File: config.mk
export PLATFORM = sky130hd
export DESIGN_NAME = cascaded_iir_lowpass_decimator
export DESIGN_NICKNAME = d
export VERILOG_FILES = /design/src/rtl/ciirld_pkg.sv /design/src/rtl/cascaded_iir_lowpass_decimator.sv
export SDC_FILE = /design/constraint.sdc
export NUM_CORES = 2
export LEC_CHECK = 0
export ABC_AREA = 1
export BUFFER_PORTS_ARGS = -buffer_cell sky130_fd_sc_hd__buf_2
export CELL_PAD_IN_SITES_DETAIL_PLACEMENT = 1
export CELL_PAD_IN_SITES_GLOBAL_PLACEMENT = 1
export CORE_UTILIZATION = 25
export DETAILED_ROUTE_END_ITERATION = 10
export PLACE_DENSITY = 0.47
export SYNTH_ARGS = -nofsm -noshare
export SYNTH_HDL_FRONTEND = slang
export SYNTH_SLANG_ARGS = --single-unit
File: constraint.sdc
create_clock -name i_clk -period 16.8 [get_ports i_clk]
set_input_delay 0.84 -clock i_clk [delete_from_list [all_inputs] [get_ports i_clk]]
set_output_delay 0.84 -clock i_clk [all_outputs]
set_load 0.005 [all_outputs]
File: src/rtl/ciirld_pkg.sv
`default_nettype none

package ciirld_pkg;

    localparam int SampleWidthDef = 16;
    localparam int CoefWidthDef   = 16;
    localparam int GuardBits      = 8;

    localparam longint AlphaResetQ16  = 30810;
    localparam int     AlphaResetFrac = 16;

    localparam int CfgIdxWidth     = 2;
    localparam int StageCountWidth = 2;
    localparam int DecimWidth      = 5;
    localparam int PhaseWidth      = 4;

    localparam logic [StageCountWidth-1:0] StageCountRst = 2'd2;
    localparam logic [DecimWidth-1:0]      DecimRst      = 5'd4;
    localparam logic [DecimWidth-1:0]      DecimMax      = 5'd16;

    typedef enum logic [CfgIdxWidth-1:0] {
        REG_ALPHA,
        REG_STAGE_COUNT,
        REG_DECIMATION
    } t_reg;

    localparam int StepWidth = 4;

    typedef enum logic [StepWidth-1:0] {
        UC_IDLE,
        UC_S1_FF,
        UC_S1_FB,
        UC_S1_SUM,
        UC_S1_SAT,
        UC_S2_FF,
        UC_S2_FB,
        UC_S2_SUM,
        UC_S2_SAT,
        UC_OUT
    } t_step;

    typedef enum logic [2:0] {
        MUL_NONE,
        MUL_S1_FF,
        MUL_S1_FB,
        MUL_S2_FF,
        MUL_S2_FB
    } t_mul_sel;

    typedef enum logic [1:0] {
        ACC_HOLD,
        ACC_LOAD,
        ACC_ADD
    } t_acc_op;

    typedef enum logic [1:0] {
        JMP_NEXT,
        JMP_WAIT_IN,
        JMP_WAIT_OUT,
        JMP_START
    } t_jmp;

    typedef struct packed {
        logic     take;
        t_mul_sel mul_sel;
        t_acc_op  acc_op;
        logic     wr_y1;
        logic     commit;
        logic     emit;
        t_jmp     jmp;
    } t_ctl;

    function automatic t_ctl ucode(input t_step step);
        t_ctl w;
        w.take    = 1'b0;
        w.mul_sel = MUL_NONE;
        w.acc_op  = ACC_HOLD;
        w.wr_y1   = 1'b0;
        w.commit  = 1'b0;
        w.emit    = 1'b0;
        w.jmp     = JMP_NEXT;
        case (step)
            UC_IDLE: begin
                w.take = 1'b1;
                w.jmp  = JMP_WAIT_IN;
            end
            UC_S1_FF: begin
                w.mul_sel = MUL_S1_FF;
            end
            UC_S1_FB: begin
                w.mul_sel = MUL_S1_FB;
                w.acc_op  = ACC_LOAD;
            end
            UC_S1_SUM: begin
                w.acc_op = ACC_ADD;
            end
            UC_S1_SAT: begin
                w.wr_y1 = 1'b1;
            end
            UC_S2_FF: begin
                w.mul_sel = MUL_S2_FF;
            end
            UC_S2_FB: begin
                w.mul_sel = MUL_S2_FB;
                w.acc_op  = ACC_LOAD;
            end
            UC_S2_SUM: begin
                w.acc_op = ACC_ADD;
            end
            UC_S2_SAT: begin
                w.commit = 1'b1;
            end
            UC_OUT: begin
                w.emit = 1'b1;
                w.jmp  = JMP_WAIT_OUT;
            end
            default: begin
                w.jmp = JMP_START;
            end
        endcase
        return w;
    endfunction

endpackage

`default_nettype wire

File: src/rtl/cascaded_iir_lowpass_decimator.sv
// Cascaded first-order IIR low-pass with decimation. Each accepted sample
// runs through a ten-step microcode program that drives one shared signed
// multiplier: two products and one saturation per section, for section one
// and then section two, and one output step. The next sample is taken only
// after the program has returned to idle, and an output step that yields a
// word holds while an earlier word is still stalled in the output register.
// The second section updates its history in every mode; stage_count bit 1
// selects which section feeds the output. Every decimation-th sample,
// starting with the first after reset, yields one output word; a decimation
// of zero acts as one and values above 16 act as 16.
`default_nettype none

module cascaded_iir_lowpass_decimator #(
    parameter int SAMPLE_WIDTH = ciirld_pkg::SampleWidthDef,
    parameter int COEF_WIDTH   = ciirld_pkg::CoefWidthDef
) (
    input  wire logic                                 i_clk,
    input  wire logic                                 i_rst_n,
    input  wire logic                                 i_valid,
    output logic                                      o_stall,
    input  wire logic signed [SAMPLE_WIDTH-1:0]       i_sample,
    output logic                                      o_valid,
    input  wire logic                                 i_stall,
    output logic signed [SAMPLE_WIDTH-1:0]            o_filtered,
    input  wire logic                                 i_cfg_we,
    input  wire logic [ciirld_pkg::CfgIdxWidth-1:0]   i_cfg_idx,
    input  wire logic [COEF_WIDTH-1:0]                i_cfg_data
);

    localparam int W  = SAMPLE_WIDTH;
    localparam int C  = COEF_WIDTH;
    localparam int SW = W + ciirld_pkg::GuardBits;
    localparam int DW = SW + 1;
    localparam int KW = C + 2;
    localparam int PW = DW + KW;
    localparam int AW = PW + 1;
    localparam int SH = C + 1;
    localparam int SCW = ciirld_pkg::StageCountWidth;
    localparam int DCW = ciirld_pkg::DecimWidth;
    localparam int PHW = ciirld_pkg::PhaseWidth;

    localparam logic [C-1:0] AlphaRst =
        C'((ciirld_pkg::AlphaResetQ16 << C) >> ciirld_pkg::AlphaResetFrac);
    localparam logic signed [AW-1:0] AccRound = {{(AW-C-1){1'b0}}, 1'b1, {C{1'b0}}};
    localparam logic signed [AW-1:0] StMax    = AW'({1'b0, {(SW-1){1'b1}}});
    localparam logic signed [SW:0]   OutMax   = (SW+1)'({1'b0, {(W-1){1'b1}}});

    function automatic logic signed [SW-1:0] sat_state(input logic signed [AW-1:0] v);
        logic signed [AW-1:0] q;
        logic signed [SW-1:0] r;
        q = v >>> SH;
        if (q > StMax) begin
            r = {1'b0, {(SW-1){1'b1}}};
        end else if (q < ~StMax) begin
            r = {1'b1, {(SW-1){1'b0}}};
        end else begin
            r = q[SW-1:0];
        end
        return r;
    endfunction

    logic [C-1:0]                 r_alpha;
    logic [SCW-1:0]               r_stages;
    logic [DCW-1:0]               r_decim;
    ciirld_pkg::t_step            r_step;
    ciirld_pkg::t_step            n_step;
    logic [PHW-1:0]               r_phase;
    logic [PHW-1:0]               n_phase;
    logic                         r_emit;
    logic                         r_out_valid;
    logic                         n_out_valid;
    logic signed [W-1:0]          r_out;
    logic signed [W-1:0]          r_x;
    logic signed [W-1:0]          r_s1pi;
    logic signed [SW-1:0]         r_s1po;
    logic signed [SW-1:0]         r_s2pi;
    logic signed [SW-1:0]         r_s2po;
    logic signed [SW-1:0]         r_y1;
    logic signed [PW-1:0]         r_prod;
    logic signed [AW-1:0]         r_acc;

    ciirld_pkg::t_ctl             ctl;
    logic                         accept_in;
    logic                         out_busy;
    logic                         out_load;
    logic [C:0]                   coef_ff;
    logic [C:0]                   coef_fb;
    logic signed [DW-1:0]         s1_ff;
    logic signed [DW-1:0]         s2_ff;
    logic signed [DW-1:0]         op_d;
    logic signed [KW-1:0]         op_k;
    logic signed [SW-1:0]         y_sel;
    logic signed [SW:0]           y_rnd;
    logic signed [SW:0]           y_half;
    logic signed [W-1:0]          f_sat;
    logic [DCW-1:0]               d_eff;
    logic [DCW-1:0]               ph_inc;

    assign ctl       = ciirld_pkg::ucode(r_step);
    assign o_stall   = !ctl.take;
    assign accept_in = i_valid && ctl.take;
    assign out_busy  = r_out_valid && i_stall;
    assign out_load  = ctl.emit && r_emit && !out_busy;
    assign o_valid    = r_out_valid;
    assign o_filtered = r_out;

    assign coef_ff = {1'b1, {C{1'b0}}} - {1'b0, r_alpha};
    assign coef_fb = {r_alpha, 1'b0};
    assign s1_ff   = (DW'(r_x) + DW'(r_s1pi)) <<< 1;
    assign s2_ff   = DW'(r_y1) + DW'(r_s2pi);

    always_comb begin
        case (ctl.mul_sel)
            ciirld_pkg::MUL_S1_FF: begin
                op_d = s1_ff;
                op_k = $signed({1'b0, coef_ff});
            end
            ciirld_pkg::MUL_S1_FB: begin
                op_d = DW'(r_s1po);
                op_k = $signed({1'b0, coef_fb});
            end
            ciirld_pkg::MUL_S2_FF: begin
                op_d = s2_ff;
                op_k = $signed({1'b0, coef_ff});
            end
            ciirld_pkg::MUL_S2_FB: begin
                op_d = DW'(r_s2po);
                op_k = $signed({1'b0, coef_fb});
            end
            default: begin
                op_d = '0;
                op_k = '0;
            end
        endcase
    end

    always_comb begin
        y_sel  = r_stages[1] ? r_s2po : r_s1po;
        y_rnd  = (SW+1)'(y_sel) + (SW+1)'(1);
        y_half = y_rnd >>> 1;
        if (y_half > OutMax) begin
            f_sat = {1'b0, {(W-1){1'b1}}};
        end else if (y_half < ~OutMax) begin
            f_sat = {1'b1, {(W-1){1'b0}}};
        end else begin
            f_sat = y_half[W-1:0];
        end
    end

    always_comb begin
        if (r_decim == '0) begin
            d_eff = DCW'(1);
        end else if (r_decim > ciirld_pkg::DecimMax) begin
            d_eff = ciirld_pkg::DecimMax;
        end else begin
            d_eff = r_decim;
        end
        ph_inc  = {1'b0, r_phase} + DCW'(1);
        n_phase = (ph_inc >= d_eff) ? '0 : ph_inc[PHW-1:0];
    end

    always_comb begin
        case (ctl.jmp)
            ciirld_pkg::JMP_NEXT: begin
                n_step = ciirld_pkg::t_step'(r_step + 1'b1);
            end
            ciirld_pkg::JMP_WAIT_IN: begin
                n_step = accept_in ? ciirld_pkg::t_step'(r_step + 1'b1) : r_step;
            end
            ciirld_pkg::JMP_WAIT_OUT: begin
                n_step = (r_emit && out_busy) ? r_step : ciirld_pkg::UC_IDLE;
            end
            default: begin
                n_step = ciirld_pkg::UC_IDLE;
            end
        endcase
        if (out_load) begin
            n_out_valid = 1'b1;
        end else if (r_out_valid && !i_stall) begin
            n_out_valid = 1'b0;
        end else begin
            n_out_valid = r_out_valid;
        end
    end

    always_ff @(posedge i_clk) begin
        if (!i_rst_n) begin
            r_alpha     <= AlphaRst;
            r_stages    <= ciirld_pkg::StageCountRst;
            r_decim     <= ciirld_pkg::DecimRst;
            r_step      <= ciirld_pkg::UC_IDLE;
            r_phase     <= '0;
            r_emit      <= 1'b0;
            r_out_valid <= 1'b0;
            r_s1pi      <= '0;
            r_s1po      <= '0;
            r_s2pi      <= '0;
            r_s2po      <= '0;
        end else begin
            r_step      <= n_step;
            r_out_valid <= n_out_valid;
            if (i_cfg_we) begin
                case (i_cfg_idx)
                    ciirld_pkg::REG_ALPHA: begin
                        r_alpha <= i_cfg_data;
                    end
                    ciirld_pkg::REG_STAGE_COUNT: begin
                        r_stages <= i_cfg_data[SCW-1:0];
                    end
                    ciirld_pkg::REG_DECIMATION: begin
                        r_decim <= i_cfg_data[DCW-1:0];
                    end
                    default: begin
                    end
                endcase
            end
            if (ctl.commit) begin
                r_s1pi  <= r_x;
                r_s1po  <= r_y1;
                r_s2pi  <= r_y1;
                r_s2po  <= sat_state(r_acc);
                r_emit  <= (r_phase == '0);
                r_phase <= n_phase;
            end
        end
    end

    always_ff @(posedge i_clk) begin
        if (accept_in) begin
            r_x <= i_sample;
        end
        r_prod <= PW'(op_d) * PW'(op_k);
        case (ctl.acc_op)
            ciirld_pkg::ACC_LOAD: begin
                r_acc <= AW'(r_prod) + AccRound;
            end
            ciirld_pkg::ACC_ADD: begin
                r_acc <= r_acc + AW'(r_prod);
            end
            default: begin
            end
        endcase
        if (ctl.wr_y1) begin
            r_y1 <= sat_state(r_acc);
        end
        if (out_load) begin
            r_out <= f_sat;
        end
    end

    a_accept_starts: assert property (@(posedge i_clk) disable iff (!i_rst_n)
        accept_in |=> (r_step == ciirld_pkg::UC_S1_FF))
        else $error("accepted word did not start the section program");

    a_rise_from_emit: assert property (@(posedge i_clk) disable iff (!i_rst_n)
        $rose(o_valid) |-> $past(out_load))
        else $error("output word appeared outside the output step");

    a_hold_when_busy: assert property (@(posedge i_clk) disable iff (!i_rst_n)
        (ctl.emit && r_emit && out_busy) |=> (r_step == $past(r_step)) && $stable(r_s2po))
        else $error("output step advanced while output register was held");

    a_load_returns: assert property (@(posedge i_clk) disable iff (!i_rst_n)
        out_load |=> (r_step == ciirld_pkg::UC_IDLE) && o_valid)
        else $error("output load did not return to idle with a valid word");

endmodule

`default_nettype wire
== Word level (Yosys, flattened, before mapping) ==
Cells that the tools add are included.
Word-level totals
  register bits: 240
  input port bits: 39
  output and inout bits: 18
  word-level logic and storage cells: 98
Cells by class
  $add $sub $neg: 8
  $mul: 1
  magnitude comparators: 6
  equality and inequality tests: 21
  reduce and logical (&&, ||, !) cells: 25
  muxes and demuxes: 22
Operators with widths (number)
  $pmux 25 s4: 1
  $pmux 44 s2: 1
  $mux 24: 3
  $add 43x18->44 const B: 1
  $add 44x43->44: 1
  $mul 25x18->43: 1
  $pmux 17 s2: 1
  $gt 27x24->1 const B: 1
  $lt 27x24->1 const B: 1
  $add 24x2->25 const B: 1
  $add 24x24->25: 1
  $gt 24x16->1 const B: 1
  $lt 24x16->1 const B: 1
  $add 16x16->17: 1
  $sub 17x16->17 const A: 1
  $eq 4x3->1 const B: 4
  $mux 16: 1
  $mux 4: 3
  $pmux 3 s4: 1
  $pmux 4 s3: 1
  $mux 5: 2
  $eq 4x2->1 const B: 2
  $eq 4x4->1 const B: 2
  $logic_not 4->1: 2
  other kinds (22): 48

== Depth between registers and ports, before layout ==
  depth after elaboration: 6
  gate-level depth with buffers: 40
  gate-level depth less buffers: 38

== Worst setup path before layout ==
No wires, ideal clock.
  kind: register -> register
  from: register r_s2pi[0]
  to: register r_prod[41]
  cell stages (with the launch flop): 33
  path buffers: 0
  path slack: 9439 ps
  data required time: 16728 ps
  arrival time: 7290 ps
  clock period less this slack: 7361 ps
  cells stage by stage: dfxtp_1 ha_1 inv_1 fa_1 inv_1 nand3_1 nand2_1 a21boi_1 o21ai_1 nand2_1 nand4_1 nand3_1 nand2_1 inv_2 nor2_1 fa_1 inv_1 fa_1 inv_1 fa_1 fa_1 fa_1 inv_1 fa_1 inv_1 ha_1 inv_1 nor3_1 nand2_1 nor3_1 nand4_1 o2111ai_1 xor2_1
Between the ends
  cells in the longest elaborated chain, start to end: 3
RTL lines
  start, declared: line cascaded_iir_lowpass_decimator.sv:76  | logic signed [SW-1:0] r_s2pi;
  start signal, assigned: line cascaded_iir_lowpass_decimator.sv:220  | r_s2pi <= r_y1;
  $add 24x24->25: line cascaded_iir_lowpass_decimator.sv:110  | assign s2_ff = DW'(r_y1) + DW'(r_s2pi);
  $pmux 25 s4 (*): line cascaded_iir_lowpass_decimator.sv:113  | case (ctl.mul_sel)
  $mul 25x18->43 (*): line cascaded_iir_lowpass_decimator.sv:232  | r_prod <= PW'(op_d) * PW'(op_k);
  end signal, assigned: line cascaded_iir_lowpass_decimator.sv:232
  end, declared: line cascaded_iir_lowpass_decimator.sv:79  | logic signed [PW-1:0] r_prod;
Mark *: on every way between the ends. The rest lies on a longest branch, timed or not.
A chain may end at the register's enable or synchronous reset.

== Final worst setup path ==
  from: register r_x[0]
  to: register r_prod[41]
Between the ends
  cells in the longest elaborated chain, start to end: 3
RTL lines
  start, declared: line cascaded_iir_lowpass_decimator.sv:73  | logic signed [W-1:0] r_x;
  start signal, assigned: line cascaded_iir_lowpass_decimator.sv:230  | r_x <= i_sample;
  $add 16x16->17: line cascaded_iir_lowpass_decimator.sv:109  | assign s1_ff = (DW'(r_x) + DW'(r_s1pi)) <<< 1;
  $pmux 25 s4: line cascaded_iir_lowpass_decimator.sv:113
  $mul 25x18->43: line cascaded_iir_lowpass_decimator.sv:232
Every way passes these cells.

==> out/qor.csv <==
metric;value;unit
Post-CTS Setup Bufs;0;
Distinct cells, synth;64;
max incr delay on CP;0.72;ns
Syn Area/Cell;7.402;sq um
Max Buffers Root-to-Sink;3;
Die Span Y;361.2;um
final setup violation count;0;
CP endpoint kind;flip-flop;
# hold bufs at CTS;0;
Final nets;5046;
number of synthesized flops with an enable pin;100;
Vias;27645;
commonest non-fill, non-tap cell in the layout;nand2_1;
Worst VDD drop;62.40;uV
Hold Path Class;in2reg;
pre-CTS setup slack;7.429;ns
post-synthesis register bit count;239;
Most used DFF post-synth;dfxtp_1;
CTS tree;built;
RSZ-0062 raised after global routing;no;
Fin. Hold Viols;0;
Max-Cap Viols;0;
Hold Crit Depth;1;
Synth top area share;26.00;%
Hold Path Sink;r_x[10]$_DFFE_PP_;
Yosys top cell by area;fa_1;
Overflow after GRT;0;
mux cell area share after synthesis;0;%
cell leakage power;17.95;nW
clk slew on worst S/H paths;0.06;ns
post-synthesis net count;5018;
I/O pins;57;
Overall Global Routing Usage;19.40;%
Worst path slowest cell;a21oi_2;
Synth Area in Simple Gates;20.98;%
layout cells sized above 1;5.688;%
CTS Root Cell;clkbuf_16;
status;complete, no violations;
post-route clock period utilization;55.23;%
HPWL after DPL;103000;um
ys async rst share;0;%
most frequent cells in the layout;nand2_1, inv_1, fa_1, nor2_1, a21oi_1;
R2R depth;33;
Die ar.;130500;sq um
sequential fraction of the synthesis area;17.94;%
Tmin final;9.279;ns
final setup TNS;0;ns
Initial Utilization;25.23;%
CTS HTree Levels;2;
largest family of logic cells by synthesized area;adder cells;
Max Fclk;0.1078;GHz
slew margin rel.;25.30;%
reg2reg end;r_prod[41]$_DFF_P_;
Final Power;4.616;mW
vias in the first global route;29817;
XOR/XNOR share of the synthesized area;2.770;%
Layout area overhead;10.64;%
Total Wirelength;124000;um
Tightest Pin Transition;1.120;ns
GP Congestion;0.8500;
CTS sink cnt;239;
adder-cell share of the synthesized area;33.84;%
post_cts resized;0;
Syn Inst Count;4358;
clk_skew;0.02903;ns
RR Startpoint;r_x[0]$_DFFE_PP_;
FP Rows;131;
Die W;361.2;um
Hold Path Origin;i_sample[10];
CP Max Fanout;14;
length of the first detailed-routing pass in iterations;5;
vias per cell;4.549;
first-pass GRT wire length;191100;um
r2r setup slk;7.52;ns
Ys Warns;0;
wire per inst;20.40;um
worst skew pair latency;0.60;ns
Post-Syn Area;32260;sq um
worst hold slack;0.4219;ns
post-synthesis compound-gate area fraction;11.39;%
Worst EP required;17.30;ns
port buffer count;56;
post-route ant nets;0;
Num CTS Buffers;36;
WS Path Type;reg2reg;
Slew Limit Fails;0;
Synth area leaders;fa_1, nand2_1, inv_1;
DRC;0;
number of DRC markers in iteration 0;1369;
CP arrival;9.78;ns
largest net degree at the start of global routing;97;
worst setup margin;7.521;ns
core footprint;127800;sq um
PwrDens;129.3;nW/um^2
CP Launch Type;flip-flop;
antenna violations before repair;8;
[final cells by class]
| class | count | area (sq um) |
|---|---|---|
| Tap cell | 1662 | 2079 |
| Inverter | 990 | 3717 |
| Sequential cell | 239 | 5787 |
| Multi-Input combinational cell | 3027 | 22310 |
| Timing Repair Buffer | 92 | 550.5 |
| Antenna cell | 2 | 5.005 |
| Fill cell | 15641 | 92160 |
| Clock inverter | 15 | 214.0 |
| Clock buffer | 50 | 1025 |
[synthesized netlist by cell type, drive strengths merged (2+ instances only)]
library cell and number:
and3 3, edfxtp 100, o21a 11, nand3b 10
dfxtp 139, nor2 402, o21bai 18, inv 989
o2111ai 5, a31oi 20, a21boi 14, a211oi 3
ha 202, o221ai 2, or2 12, o22ai 18
o211ai 8, o31ai 5, a221oi 3, nand2 1012
fa 419, xor2 57, nand4 31, xnor2 45
nor4 10, a21oi 272, nor3 38, buf 50
o21ai 256, nand3 130, clkbuf 52, a21o 16
[registers in the layout, indices dropped and copies added, names as in the netlist]
name        count
o_filtered     16
o_valid         1
r_acc          44
r_alpha        16
r_decim         5
r_emit          1
r_phase         4
r_prod         43
r_s1pi         16
r_s2pi         24
r_s2po         24
r_stages        1
r_step          4
r_x            16
r_y1           24
[power breakdown]
part           internal, mW  leakage (nW)  switching, mW
sequential            0.737          2.05         0.0984
clock                 0.503         0.602          0.320
combinational         0.886          15.3           2.07
total                  2.13          17.9           2.49
[metrics by stage]
step / instances / area (sq um) / utilization, %
after floorplan: 4358 / 32260 / -
after CTS: 6075 / 35680 / 27.91
after detailed placement: 6010 / 34440 / 26.94
after global routing: 6075 / 35680 / 27.91
final: 6077 / 35690 / 27.91
after global placement: 6010 / 34440 / 26.94
[worst max-delay path by stage]
stage / startpoint / to / slack, ns / cells after the start
finish: r_x[0]$_DFFE_PP_ / r_prod[41]$_DFF_P_ / 7.52 / 33
global route: r_x[0]$_DFFE_PP_ / r_prod[41]$_DFF_P_ / 6.57 / 33
CTS: r_x[0]$_DFFE_PP_ / r_prod[41]$_DFF_P_ / 7.37 / 33
detailed placement: r_x[0]$_DFFE_PP_ / r_prod[41]$_DFF_P_ / 7.43 / 33
global placement: r_x[0]$_DFFE_PP_ / r_prod[41]$_DFF_P_ / 7.70 / 33
floorplan: r_s2pi[0]$_SDFFE_PN0P_ / r_prod[41]$_DFF_P_ / 9.44 / 32
[per-layer routing]
layer	part of all wire [%]	track usage, %
met1	49	27.36
met5	0	0
met4	2.3	4.380
met3	3.2	2.460
met2	46	31.39
[cell families (layout without fill, tap and decap cells)]
kind of cell | Yosys count | in the layout
buf+inv | 1092 | 1147
flops | 239 | 239
fa+ha+maj | 621 | 621
other cells | 0 | 2
compound gates | 655 | 655
xor+xnor | 102 | 102
simple gates | 1649 | 1649
[worst max-delay path: cells and delay by family, from the launching register on]
kind | cells | cell delay (ns)
AOI/OAI and AO/OA | 5 | 1.61
xor gates and xnor gates | 1 | 0.19
and+or+nand+nor | 10 | 1.79
buffers and inverters | 8 | 1.18
adders and majority gates | 9 | 4.08
DFF | 1 | 0.35
Note: power is estimated with default switching activity, not from simulation.
